File: src/design/cbb_pkg.sv
// package for the circuit breaker with rolling window and backoff
// types, request codes, register indexes and saturating helpers
// no dependencies
`timescale 1ns / 1ps

package cbb_pkg;

  localparam logic [2:0] REQ_TIME    = 3'd0;
  localparam logic [2:0] REQ_SUCCESS = 3'd1;
  localparam logic [2:0] REQ_FAILURE = 3'd2;
  localparam logic [2:0] REQ_QUERY   = 3'd3;
  localparam logic [2:0] REQ_RESET   = 3'd4;

  localparam logic [2:0] CFG_THRESHOLD = 3'd0;
  localparam logic [2:0] CFG_INIT_INTV = 3'd1;
  localparam logic [2:0] CFG_MULT      = 3'd2;
  localparam logic [2:0] CFG_TIMEOUT   = 3'd3;
  localparam logic [2:0] CFG_PERIOD    = 3'd4;

  localparam logic [1:0] ST_CLOSED    = 2'd0;
  localparam logic [1:0] ST_OPEN      = 2'd1;
  localparam logic [1:0] ST_HALF_OPEN = 2'd2;

  localparam logic [18:0] SUM_MAX = 19'h7FFFF;

  typedef struct packed {
    logic [2:0]  req_type;
    logic [15:0] elapsed_ms;
  } cbb_in_t;

  typedef struct packed {
    logic [1:0]  state_code;
    logic        ready_res;
    logic [18:0] failure_total;
    logic [18:0] success_total;
    logic [15:0] consecutive_failures;
    logic        is_tripped;
  } cbb_out_t;

  typedef enum logic [3:0] {
    SQ_IDLE,
    SQ_PRE,
    SQ_EVAL,
    SQ_ROTCHK,
    SQ_ROT,
    SQ_RD,
    SQ_WR,
    SQ_SUM,
    SQ_TAIL,
    SQ_DONE
  } cbb_seq_t;

  function automatic logic [31:0] sat_add32(input logic [31:0] a, input logic [15:0] b);
    logic [32:0] s;
    s = {1'b0, a} + {17'd0, b};
    return s[32] ? 32'hFFFF_FFFF : s[31:0];
  endfunction

  function automatic logic [31:0] sat_mul32(input logic [31:0] a, input logic [4:0] b);
    logic [36:0] p;
    p = {5'd0, a} * {32'd0, b};
    return (p[36:32] != 5'd0) ? 32'hFFFF_FFFF : p[31:0];
  endfunction

endpackage

File: src/design/cbb_bucket_mem.sv
// bucket ring storage: packed success and failure counts per bucket
// synchronous memory with registered read and per-entry valid bits
// depends on nothing but its parameters
`timescale 1ns / 1ps

module cbb_bucket_mem #(
  parameter int NUM_BUCKETS = 8,
  parameter int DW = 32,
  parameter int IW = 3
) (
  input  logic          clk,
  input  logic          rst_n,
  input  logic          clear_all,
  input  logic          inval_en,
  input  logic [IW-1:0] inval_addr,
  input  logic          wr_en,
  input  logic [IW-1:0] wr_addr,
  input  logic [DW-1:0] wr_data,
  input  logic [IW-1:0] rd_addr,
  output logic [DW-1:0] rd_data
);

  logic [DW-1:0]          mem [NUM_BUCKETS];
  logic [NUM_BUCKETS-1:0] valid_r;
  logic [DW-1:0]          rd_raw_r;
  logic                   rd_vld_r;

  always_ff @(posedge clk) begin
    if (wr_en) begin
      mem[wr_addr] <= wr_data;
    end
    rd_raw_r <= mem[rd_addr];
  end

  always_ff @(posedge clk) begin
    if (!rst_n) begin
      valid_r  <= '0;
      rd_vld_r <= 1'b0;
    end else begin
      rd_vld_r <= valid_r[rd_addr];
      if (clear_all) begin
        valid_r <= '0;
      end else begin
        if (inval_en) valid_r[inval_addr] <= 1'b0;
        if (wr_en) valid_r[wr_addr] <= 1'b1;
      end
    end
  end

  assign rd_data = rd_vld_r ? rd_raw_r : '0;

endmodule

File: src/design/circuit_breaker_backoff.sv
// circuit breaker top level: timers, backoff, sequencer and window sums (cbb_pkg, cbb_bucket_mem)
// one transaction at a time: in_stall holds off new requests until the sequencer is idle again,
// since every transaction walks all buckets of the memory through its single read port;
// a success or failure may first rotate the ring, one bucket per elapsed period, and
// out_stall holds the finished result in the done state
// synchronous active-low reset; bucket valid bits clear at once
`timescale 1ns / 1ps

module circuit_breaker_backoff #(
  parameter int NUM_BUCKETS = 8,
  parameter int COUNT_WIDTH = 16
) (
  input  logic              clk,
  input  logic              rst_n,
  input  logic              in_valid,
  output logic              in_stall,
  input  cbb_pkg::cbb_in_t  in_data,
  output logic              out_valid,
  input  logic              out_stall,
  output cbb_pkg::cbb_out_t out_data,
  input  logic              cfg_we,
  input  logic [2:0]        cfg_index,
  input  logic [31:0]       cfg_wdata
);
  import cbb_pkg::*;

  localparam int IW   = (NUM_BUCKETS > 1) ? $clog2(NUM_BUCKETS) : 1;
  localparam int CNTW = $clog2(NUM_BUCKETS + 1);
  localparam int DW   = 2 * COUNT_WIDTH;
  localparam int AW   = COUNT_WIDTH + IW + 1;
  localparam logic [IW-1:0] LAST_IDX = IW'(NUM_BUCKETS - 1);
  localparam logic [COUNT_WIDTH-1:0] CNT_MAX = '1;

  logic [15:0] thr_r, init_r, period_r;
  logic [4:0]  mult_r;
  logic [31:0] timeout_r;

  cbb_seq_t    state_r, state_nxt;
  logic [2:0]  kind_r, kind_nxt;
  logic [31:0] tsa_r, tsa_nxt, tsf_r, tsf_nxt, tsbs_r, tsbs_nxt;
  logic [31:0] intv_r, intv_nxt;
  logic        stopped_r, stopped_nxt, tripped_r, tripped_nxt, hot_r, hot_nxt;
  logic [15:0] cfc_r, cfc_nxt;
  logic [IW-1:0] cb_r, cb_nxt, idx_r, idx_nxt;
  logic [31:0] gap_r, gap_nxt;
  logic [CNTW-1:0] rot_cnt_r, rot_cnt_nxt;
  logic [1:0]  st_r, st_nxt;
  logic        ready_r, ready_nxt;
  logic        acc_en_r, acc_en_nxt;
  logic [AW-1:0] fs_acc_r, fs_acc_nxt, ss_acc_r, ss_acc_nxt;
  logic        out_valid_r, out_valid_nxt;
  cbb_out_t    out_data_r, out_data_nxt;

  logic          mem_clear, mem_inval, mem_we;
  logic [IW-1:0] mem_inval_addr, mem_rd_addr;
  logic [DW-1:0] mem_wdata, mem_rdata;
  logic [COUNT_WIDTH-1:0] rd_fail, rd_succ;
  logic [IW-1:0] cb_inc;
  logic [31:0]   gap_dec;
  logic          accept, out_free, do_half;
  logic [AW+15:0] fs_cmp, thr_cmp;
  logic [63:0]   fs_wide, ss_wide;

  assign accept    = in_valid && !in_stall;
  assign in_stall  = (state_r != SQ_IDLE);
  assign out_valid = out_valid_r;
  assign out_data  = out_data_r;
  assign out_free  = !out_valid_r || !out_stall;

  assign rd_succ = mem_rdata[DW-1:COUNT_WIDTH];
  assign rd_fail = mem_rdata[COUNT_WIDTH-1:0];
  assign cb_inc  = (cb_r == LAST_IDX) ? '0 : cb_r + 1'b1;
  assign gap_dec = gap_r - {16'd0, period_r};
  assign do_half = tripped_r && !stopped_r && (tsf_r > intv_r) && !hot_r;
  assign fs_cmp  = {16'd0, fs_acc_r};
  assign thr_cmp = {{AW{1'b0}}, thr_r};
  assign fs_wide = {{(64-AW){1'b0}}, fs_acc_r};
  assign ss_wide = {{(64-AW){1'b0}}, ss_acc_r};

  cbb_bucket_mem #(
    .NUM_BUCKETS(NUM_BUCKETS),
    .DW(DW),
    .IW(IW)
  ) u_mem (
    .clk(clk),
    .rst_n(rst_n),
    .clear_all(mem_clear),
    .inval_en(mem_inval),
    .inval_addr(mem_inval_addr),
    .wr_en(mem_we),
    .wr_addr(cb_r),
    .wr_data(mem_wdata),
    .rd_addr(mem_rd_addr),
    .rd_data(mem_rdata)
  );

  always_ff @(posedge clk) begin
    if (!rst_n) begin
      thr_r     <= 16'd1;
      init_r    <= 16'd100;
      mult_r    <= 5'd2;
      timeout_r <= 32'd60000;
      period_r  <= 16'd1000;
    end else if (cfg_we) begin
      case (cfg_index)
        CFG_THRESHOLD: thr_r     <= cfg_wdata[15:0];
        CFG_INIT_INTV: init_r    <= cfg_wdata[15:0];
        CFG_MULT:      mult_r    <= cfg_wdata[4:0];
        CFG_TIMEOUT:   timeout_r <= cfg_wdata;
        CFG_PERIOD:    period_r  <= cfg_wdata[15:0];
        default: ;
      endcase
    end
  end

  // next state
  always_comb begin
    state_nxt = state_r;
    case (state_r)
      SQ_IDLE: if (accept) state_nxt = SQ_PRE;
      SQ_PRE: begin
        case (kind_r)
          REQ_SUCCESS, REQ_QUERY: state_nxt = SQ_EVAL;
          REQ_FAILURE:            state_nxt = SQ_ROTCHK;
          default:                state_nxt = SQ_SUM;
        endcase
      end
      SQ_EVAL:   state_nxt = (kind_r == REQ_SUCCESS) ? SQ_ROTCHK : SQ_SUM;
      SQ_ROTCHK: state_nxt = (tsa_r > {16'd0, period_r}) ? SQ_ROT : SQ_RD;
      SQ_ROT: begin
        if ((gap_dec < {16'd0, period_r}) || (rot_cnt_r + 1'b1 == CNTW'(NUM_BUCKETS)))
          state_nxt = SQ_RD;
      end
      SQ_RD:   state_nxt = SQ_WR;
      SQ_WR:   state_nxt = SQ_SUM;
      SQ_SUM:  if (idx_r == LAST_IDX) state_nxt = SQ_TAIL;
      SQ_TAIL: state_nxt = SQ_DONE;
      SQ_DONE: if (out_free) state_nxt = SQ_IDLE;
      default: state_nxt = SQ_IDLE;
    endcase
  end

  // datapath and outputs
  always_comb begin
    kind_nxt       = kind_r;
    tsa_nxt        = tsa_r;
    tsf_nxt        = tsf_r;
    tsbs_nxt       = tsbs_r;
    intv_nxt       = intv_r;
    stopped_nxt    = stopped_r;
    tripped_nxt    = tripped_r;
    hot_nxt        = hot_r;
    cfc_nxt        = cfc_r;
    cb_nxt         = cb_r;
    idx_nxt        = idx_r;
    gap_nxt        = gap_r;
    rot_cnt_nxt    = rot_cnt_r;
    st_nxt         = st_r;
    ready_nxt      = ready_r;
    acc_en_nxt     = 1'b0;
    fs_acc_nxt     = fs_acc_r;
    ss_acc_nxt     = ss_acc_r;
    out_valid_nxt  = out_valid_r && out_stall;
    out_data_nxt   = out_data_r;
    mem_clear      = 1'b0;
    mem_inval      = 1'b0;
    mem_inval_addr = cb_inc;
    mem_we         = 1'b0;
    mem_wdata      = mem_rdata;
    mem_rd_addr    = cb_r;

    if (acc_en_r) begin
      fs_acc_nxt = fs_acc_r + AW'(rd_fail);
      ss_acc_nxt = ss_acc_r + AW'(rd_succ);
    end

    case (state_r)
      SQ_IDLE: begin
        if (accept) begin
          kind_nxt  = in_data.req_type;
          tsa_nxt   = sat_add32(tsa_r, in_data.elapsed_ms);
          tsf_nxt   = sat_add32(tsf_r, in_data.elapsed_ms);
          tsbs_nxt  = sat_add32(tsbs_r, in_data.elapsed_ms);
          st_nxt    = ST_CLOSED;
          ready_nxt = 1'b0;
        end
      end
      SQ_PRE: begin
        case (kind_r)
          REQ_SUCCESS: begin
            intv_nxt    = sat_mul32({16'd0, init_r}, mult_r);
            tsbs_nxt    = '0;
            stopped_nxt = 1'b0;
          end
          REQ_RESET: begin
            tripped_nxt = 1'b0;
            hot_nxt     = 1'b0;
            cfc_nxt     = '0;
            mem_clear   = 1'b1;
          end
          default: ;
        endcase
      end
      SQ_EVAL: begin
        if (do_half) begin
          stopped_nxt = (tsbs_r > timeout_r) || stopped_r;
          intv_nxt    = sat_mul32(intv_r, mult_r);
        end
        if (kind_r == REQ_SUCCESS) begin
          cfc_nxt = '0;
          if (do_half) begin
            tripped_nxt = 1'b0;
            hot_nxt     = 1'b0;
            mem_clear   = 1'b1;
          end
        end else begin
          st_nxt    = do_half ? ST_HALF_OPEN : (tripped_r ? ST_OPEN : ST_CLOSED);
          ready_nxt = do_half || !tripped_r;
        end
      end
      SQ_ROTCHK: begin
        gap_nxt     = tsa_r;
        rot_cnt_nxt = '0;
      end
      SQ_ROT: begin
        cb_nxt      = cb_inc;
        mem_inval   = 1'b1;
        gap_nxt     = gap_dec;
        rot_cnt_nxt = rot_cnt_r + 1'b1;
        if (state_nxt == SQ_RD) tsa_nxt = '0;
      end
      SQ_RD: mem_rd_addr = cb_r;
      SQ_WR: begin
        mem_we = 1'b1;
        if (kind_r == REQ_SUCCESS) begin
          mem_wdata = {(rd_succ == CNT_MAX) ? rd_succ : rd_succ + 1'b1, rd_fail};
        end else begin
          mem_wdata = {rd_succ, (rd_fail == CNT_MAX) ? rd_fail : rd_fail + 1'b1};
          if (cfc_r != 16'hFFFF) cfc_nxt = cfc_r + 1'b1;
          tsf_nxt = '0;
        end
      end
      SQ_SUM: begin
        mem_rd_addr = idx_r;
        acc_en_nxt  = 1'b1;
        idx_nxt     = (idx_r == LAST_IDX) ? '0 : idx_r + 1'b1;
      end
      SQ_DONE: begin
        if (kind_r == REQ_FAILURE && fs_cmp >= thr_cmp) tripped_nxt = 1'b1;
        if (out_free) begin
          out_valid_nxt = 1'b1;
          out_data_nxt.state_code = (kind_r == REQ_QUERY) ? st_r :
                                    (!tripped_nxt ? ST_CLOSED :
                                    (hot_r ? ST_HALF_OPEN : ST_OPEN));
          out_data_nxt.ready_res  = ready_r;
          out_data_nxt.failure_total = (fs_wide > 64'h7FFFF) ? SUM_MAX : fs_wide[18:0];
          out_data_nxt.success_total = (ss_wide > 64'h7FFFF) ? SUM_MAX : ss_wide[18:0];
          out_data_nxt.consecutive_failures = cfc_r;
          out_data_nxt.is_tripped = tripped_nxt;
        end
      end
      default: ;
    endcase

    if (state_r == SQ_WR) begin
      fs_acc_nxt = '0;
      ss_acc_nxt = '0;
      idx_nxt    = '0;
    end
    if (state_r == SQ_PRE && kind_r != REQ_SUCCESS && kind_r != REQ_QUERY
        && kind_r != REQ_FAILURE) begin
      fs_acc_nxt = '0;
      ss_acc_nxt = '0;
      idx_nxt    = '0;
    end
    if (state_r == SQ_EVAL && kind_r != REQ_SUCCESS) begin
      fs_acc_nxt = '0;
      ss_acc_nxt = '0;
      idx_nxt    = '0;
    end
  end

  always_ff @(posedge clk) begin
    if (!rst_n) begin
      state_r     <= SQ_IDLE;
      kind_r      <= REQ_TIME;
      tsa_r       <= '0;
      tsf_r       <= '0;
      tsbs_r      <= '0;
      intv_r      <= 32'd200;
      stopped_r   <= 1'b0;
      tripped_r   <= 1'b0;
      hot_r       <= 1'b0;
      cfc_r       <= '0;
      cb_r        <= '0;
      idx_r       <= '0;
      rot_cnt_r   <= '0;
      acc_en_r    <= 1'b0;
      out_valid_r <= 1'b0;
    end else begin
      state_r     <= state_nxt;
      kind_r      <= kind_nxt;
      tsa_r       <= tsa_nxt;
      tsf_r       <= tsf_nxt;
      tsbs_r      <= tsbs_nxt;
      intv_r      <= intv_nxt;
      stopped_r   <= stopped_nxt;
      tripped_r   <= tripped_nxt;
      hot_r       <= hot_nxt;
      cfc_r       <= cfc_nxt;
      cb_r        <= cb_nxt;
      idx_r       <= idx_nxt;
      rot_cnt_r   <= rot_cnt_nxt;
      acc_en_r    <= acc_en_nxt;
      out_valid_r <= out_valid_nxt;
    end
  end

  always_ff @(posedge clk) begin
    gap_r      <= gap_nxt;
    st_r       <= st_nxt;
    ready_r    <= ready_nxt;
    fs_acc_r   <= fs_acc_nxt;
    ss_acc_r   <= ss_acc_nxt;
    out_data_r <= out_data_nxt;
  end

  a_accept_starts: assert property (@(posedge clk) disable iff (!rst_n)
    accept |=> state_r == SQ_PRE)
    else $error("accepted transaction did not start the sequencer");

  a_rot_bound: assert property (@(posedge clk) disable iff (!rst_n)
    state_r == SQ_ROT |-> rot_cnt_r < CNTW'(NUM_BUCKETS))
    else $error("rotation ran past one lap");

  a_closed_when_clear: assert property (@(posedge clk) disable iff (!rst_n)
    out_valid_r && !out_data_r.is_tripped |-> out_data_r.state_code == ST_CLOSED)
    else $error("untripped breaker reported not closed");

endmodule
File: config.mk
export PLATFORM = sky130hd
export DESIGN_NAME = circuit_breaker_backoff
export DESIGN_NICKNAME = d
export VERILOG_FILES = /design/src/design/cbb_pkg.sv /design/src/design/cbb_bucket_mem.sv /design/src/design/circuit_breaker_backoff.sv
export SDC_FILE = /design/constraint.sdc
export NUM_CORES = 2
export LEC_CHECK = 0
export ABC_AREA = 1
export BUFFER_PORTS_ARGS = -buffer_cell sky130_fd_sc_hd__buf_2
export CAP_MARGIN = 25
export CORE_AREA = 4 4 343 345
export CTS_CLUSTER_DIAMETER = 200
export DETAILED_ROUTE_END_ITERATION = 8
export DIE_AREA = 0 0 347 349
export GPL_TIMING_DRIVEN = 0
export SLEW_MARGIN = 10
export SYNTH_ARGS = -nofsm -noshare
export SYNTH_HDL_FRONTEND = slang
export SYNTH_SLANG_ARGS = --single-unit
export TNS_END_PERCENT = 1
File: constraint.sdc
create_clock -name clk -period 5.3 [get_ports clk]
set_input_delay 0.53 -clock clk [delete_from_list [all_inputs] [get_ports clk]]
set_output_delay 0.53 -clock clk [all_outputs]
set_load 0.02 [all_outputs]
==> summary.md <==
| Metric | Value |
|---|---|
| Die width | 347 microns |
| Root buffer cell | clkbuf_16 |
| Max clock buf depth | 3 |
| Combinational share of power | 34.4% |
| First-pass GRT wire length | about 200000 microns |
| Placeable Area | 114000 sq um |
| DRC viols | 0 |
| Antenna-violating nets left | 0 |
| Ports | 119 |
| Yosys cell types | 57 |
| Critical path peak fanout | 10 |
| LEAKAGE | 0.0220 uW |
| Endpoint class of the critical path | flop |
| Post-Syn Nets | 5873 |
| Cells resized by post-CTS repair | 17 |
| Worst reg2reg setup slack | ~0.21 ns |
| Minimum clock period | ~5.1 ns |
| Die ar. | approximately 120000 sq um |
| Hold depth | 3 |
| Sw power | around 7000 uW |
| Vias/cell | 5.18 |
| Clk pin slew, worst setup/hold paths | approximately 0.06 ns |
| Startpoint of the worst hold path | cfg_wdata[16] |
| GP Congestion | between 0.8 and 0.9 |
| Maximum clock frequency | 0.196 GHz |
| Routed wire length | 128000 microns |
| Pint | 11600 uW |
| First-pass DRT Iterations | 5 |
| Total track usage | 20.8% |
| Area of the mapped netlist | 43200 sq um |
| Worst Hold Path EP | timeout_r[16] |
| Worst Tran Pin Value | roughly 1.0 ns |
| Final max-slew violation count | 0 |
| Status | finished clean |
| Average wire per standard cell | 17.9 microns |
| TNS Setup | 0 ns |
| CTS Buf Count | 80 |
| Syn Inst Count | 5386 |
| Largest delay share family, worst path | adder cells |
| Reg power frac | 36.0% |
| Synth Area per Inst | 8.02 sq um |
| Type of the tightest min-delay check | primary input to flop |
| Critical path type | flop to flop |
| Worst reg2reg path depth | 21 |
| WP buf/inv | 3 |
| Max stage delay cell, worst path | fa_1 |
| Fin crit share | 96.1% |
| Share of layout cells above drive strength 1 | 6.70% |
| Cell mode on critical path | nand2_1 |
| Die height | 349 microns |
| Nets@finish | 6082 |
| Total vias in the final route | 37147 |
| Total power | about 19000 uW |
| Effective utilization at floorplan | 37.8% |
| Area fraction of the dominant cell type after synthesis | 24.3% |
| Startpoint Class | flop |
| Layout Skew | 0.0516 ns |
| Yosys warning total | 0 |
| Clock latency on the worst-skew pair | 0.68 ns |
| Pin count of the biggest net entering global routing | 35 |
| H-Tree Depth | 3 |
| Critical R2R Launch | mult_r[2] |
| Reg2reg end | intv_r[17] |
| Initial DRC count | around 2800 |
| Top post-synthesis cells by area | edfxtp_1 24%, dfxtp_1 15%, nand2_1 9.8% |
| Crit path DAT | between 5 and 6 ns |
| Cell breakdown of the critical path | clkbuf_4 > nand2_1 > fa_1 > fa_1 > fa_1 > inv_1 > ha_1 > a21oi_1 > nand2_1 > nand2_1 > nand2_1 > nand3_1 > nand2_1 > nand3_1 > nand2_1 > xor2_1 > nor2_1 > nand3_1 > buf_2 > o21ai_0 > a21oi_1 |
| Metal2 WL | 57700 microns |
| Hold Buf Count CTS | 0 |
| Area growth from synthesis to layout | 13.0% |
| RSZ-0062 raised after global routing | false |
| Number of global-route vias before repair | 35294 |
| # clock sinks | 680 |
| CTS tree | built |
| Maximum VDD drop | 243 uV |
| Std cell rows | around 120 |
| Post-synth EDFFs | 349 |
| Synth Flop Type | edfxtp_1 |
| Max Cap Viol | 0 |
| Clock share of power | 29.7% |
| Port bufs | 118 |
| Final hold viol count | 0 |
| Area leader, netlist | edfxtp_1 |
| Initial antenna violation count | 5 |
| Synthesized flop and latch total | 680 |
| Synth async-reset ratio | 0% |
| Part of the Yosys area used for sequential elements | 39.6% |
| Setup violations, final | 0 |
| Critical Path RT | 5.83 ns |
| Relative slew slack | 31.8% |
| Remaining global-route overflow | 0 |
| CP max stage delay | about 0.55 ns |
| Post-CTS Setup Repair Bufs | 0 |
| PwrDens | 385 nW/um^2 |
| Met3 routed WL | 8430 microns |
| DP Wirelength | 99600 microns |
| Top routing layer used | met4 |
| M1 wire length | 59000 microns |
| Switching share of power | 38.2% |
-- kinds of logic (layout without fill, tap and decap cells) --
kind of cell    Yosys count  count (layout)  share of synthesized area, %
buf+inv                 944            1218                          8.26
flops                   680             680                          39.6
compound gates         1116            1116                          13.9
xor+xnor                164             164                          3.32
simple gates           2022            2022                          19.3
mux                      32              32                         0.834
fa+ha+maj               428             428                          14.8
other cells               0               3                             0
-- worst max path at each step --
stage               from          to  slack, ns  cells after the start
6_report       mult_r[2]  intv_r[17]       0.21                     21
5_1_grt        mult_r[2]  intv_r[29]      0.007                     21
4_1_cts        mult_r[2]  intv_r[24]       0.03                     19
3_5_place_dp   mult_r[4]  intv_r[25]      -0.77                     19
3_3_place_gp   mult_r[4]  intv_r[24]      -0.77                     19
2_1_floorplan  mult_r[4]  intv_r[27]       0.73                     19
-- worst min-delay path, cell delays in order --
cell     delay [ns]
buf_2          0.08
o21ai_0        0.08
a21oi_1        0.11
-- synth_stat cells, drive strengths merged, types with 19 or more instances --
library cell,n
xor2,115
fa,138
o22ai,68
o21bai,19
dfxtp,331
nor3,97
inv,765
nand3,182
nand2,1132
a21oi,444
nand4,45
buf,28
clkbuf,148
mux2,32
xnor2,49
edfxtp,349
o21ai,472
a31oi,23
nor2,519
ha,290
-- area by class of cell --
cell class                 instances  area [sq um]
clock inverter                    31           424
tap                             1512          1890
antenna                            3          7.51
timing repair buffer             130           886
multi-input combinational       3762         22600
buffer                           173           723
inverter                         768          2880
fill                           11527         65400
clock buffer                     116          2280
sequential                       680         17100
-- flip-flops by register name, summed over array words and instances, names as in the netlist, 20 cells and up --
register / cells
gap_r: 32
tsf_r: 32
fs_acc_r: 20
u_mem.mem: 256
u_mem.rd_raw_r: 32
tsa_r: 32
out_data: 58
tsbs_r: 32
timeout_r: 32
intv_r: 32
ss_acc_r: 20
-- metal layers --
metal	vias up	global-route usage [%]
met1	17665	29.3
met4	0	5.76
met3	183	2.83
li1	18225	-
met2	1074	33.5
met5	-	0
-- power by group through the flow --
| stage | combinational [uW] | clock [uW] | sequential [uW] |
|---|---|---|---|
| 2_1_floorplan | 4570 | 0 | 6660 |
| 3_3_place_gp | 6260 | 0 | 6860 |
| 3_5_place_dp | 6360 | 0 | 6870 |
| 4_1_cts | 6400 | 5680 | 6760 |
| 5_1_grt | 7260 | 5900 | 6820 |
| 6_report | 6460 | 5580 | 6770 |
-- placed cells by master, fill, tap and decap left out, types with 9 or more instances in the layout --
master | synthesis | layout
dfxtp_1 | 331 | 329
clkinv_2 | 0 | 10
nor2_4 | 7 | 16
clkbuf_16 | 0 | 81
a31oi_1 | 23 | 23
fa_1 | 138 | 138
o21ai_0 | 464 | 460
clkinv_1 | 3 | 9
or2_2 | 15 | 15
nor4_1 | 15 | 15
clkbuf_8 | 0 | 12
inv_1 | 760 | 759
nand4_1 | 44 | 44
o21a_1 | 16 | 16
nor3_1 | 92 | 91
a211oi_1 | 10 | 10
o22ai_1 | 68 | 68
o211ai_1 | 12 | 12
a21oi_1 | 442 | 442
nand2_1 | 1127 | 1127
a21o_1 | 11 | 11
clkbuf_1 | 147 | 156
buf_2 | 13 | 134
xnor2_1 | 49 | 49
nand3_1 | 181 | 181
o31ai_1 | 10 | 10
o21bai_1 | 19 | 19
edfxtp_1 | 349 | 349
nor2_1 | 507 | 497
ha_1 | 290 | 290
buf_1 | 13 | 9
mux2_2 | 32 | 32
xor2_1 | 115 | 115
a21boi_0 | 16 | 14
-- per-stage QoR --
| stage | instance area, sq um | utilization (%) | hold WS [ns] | cells | setup WS [ns] |
|---|---|---|---|---|---|
| 3_3_place_gp | 45700 | 40.0 | 0.418 | 7016 | -0.766 |
| 3_5_place_dp | 46000 | 40.3 | 0.424 | 7027 | -0.766 |
| 2_1_floorplan | 43200 | - | 0.400 | 5386 | 0.733 |
| 6_report | 48800 | 42.7 | 0.192 | 7175 | 0.208 |
| 5_1_grt | 48800 | 42.7 | 0.190 | 7172 | 0.00652 |
| 4_1_cts | 48800 | 42.7 | 0.162 | 7173 | 0.0304 |
No activity file was read; power rests on OpenSTA's default activity.
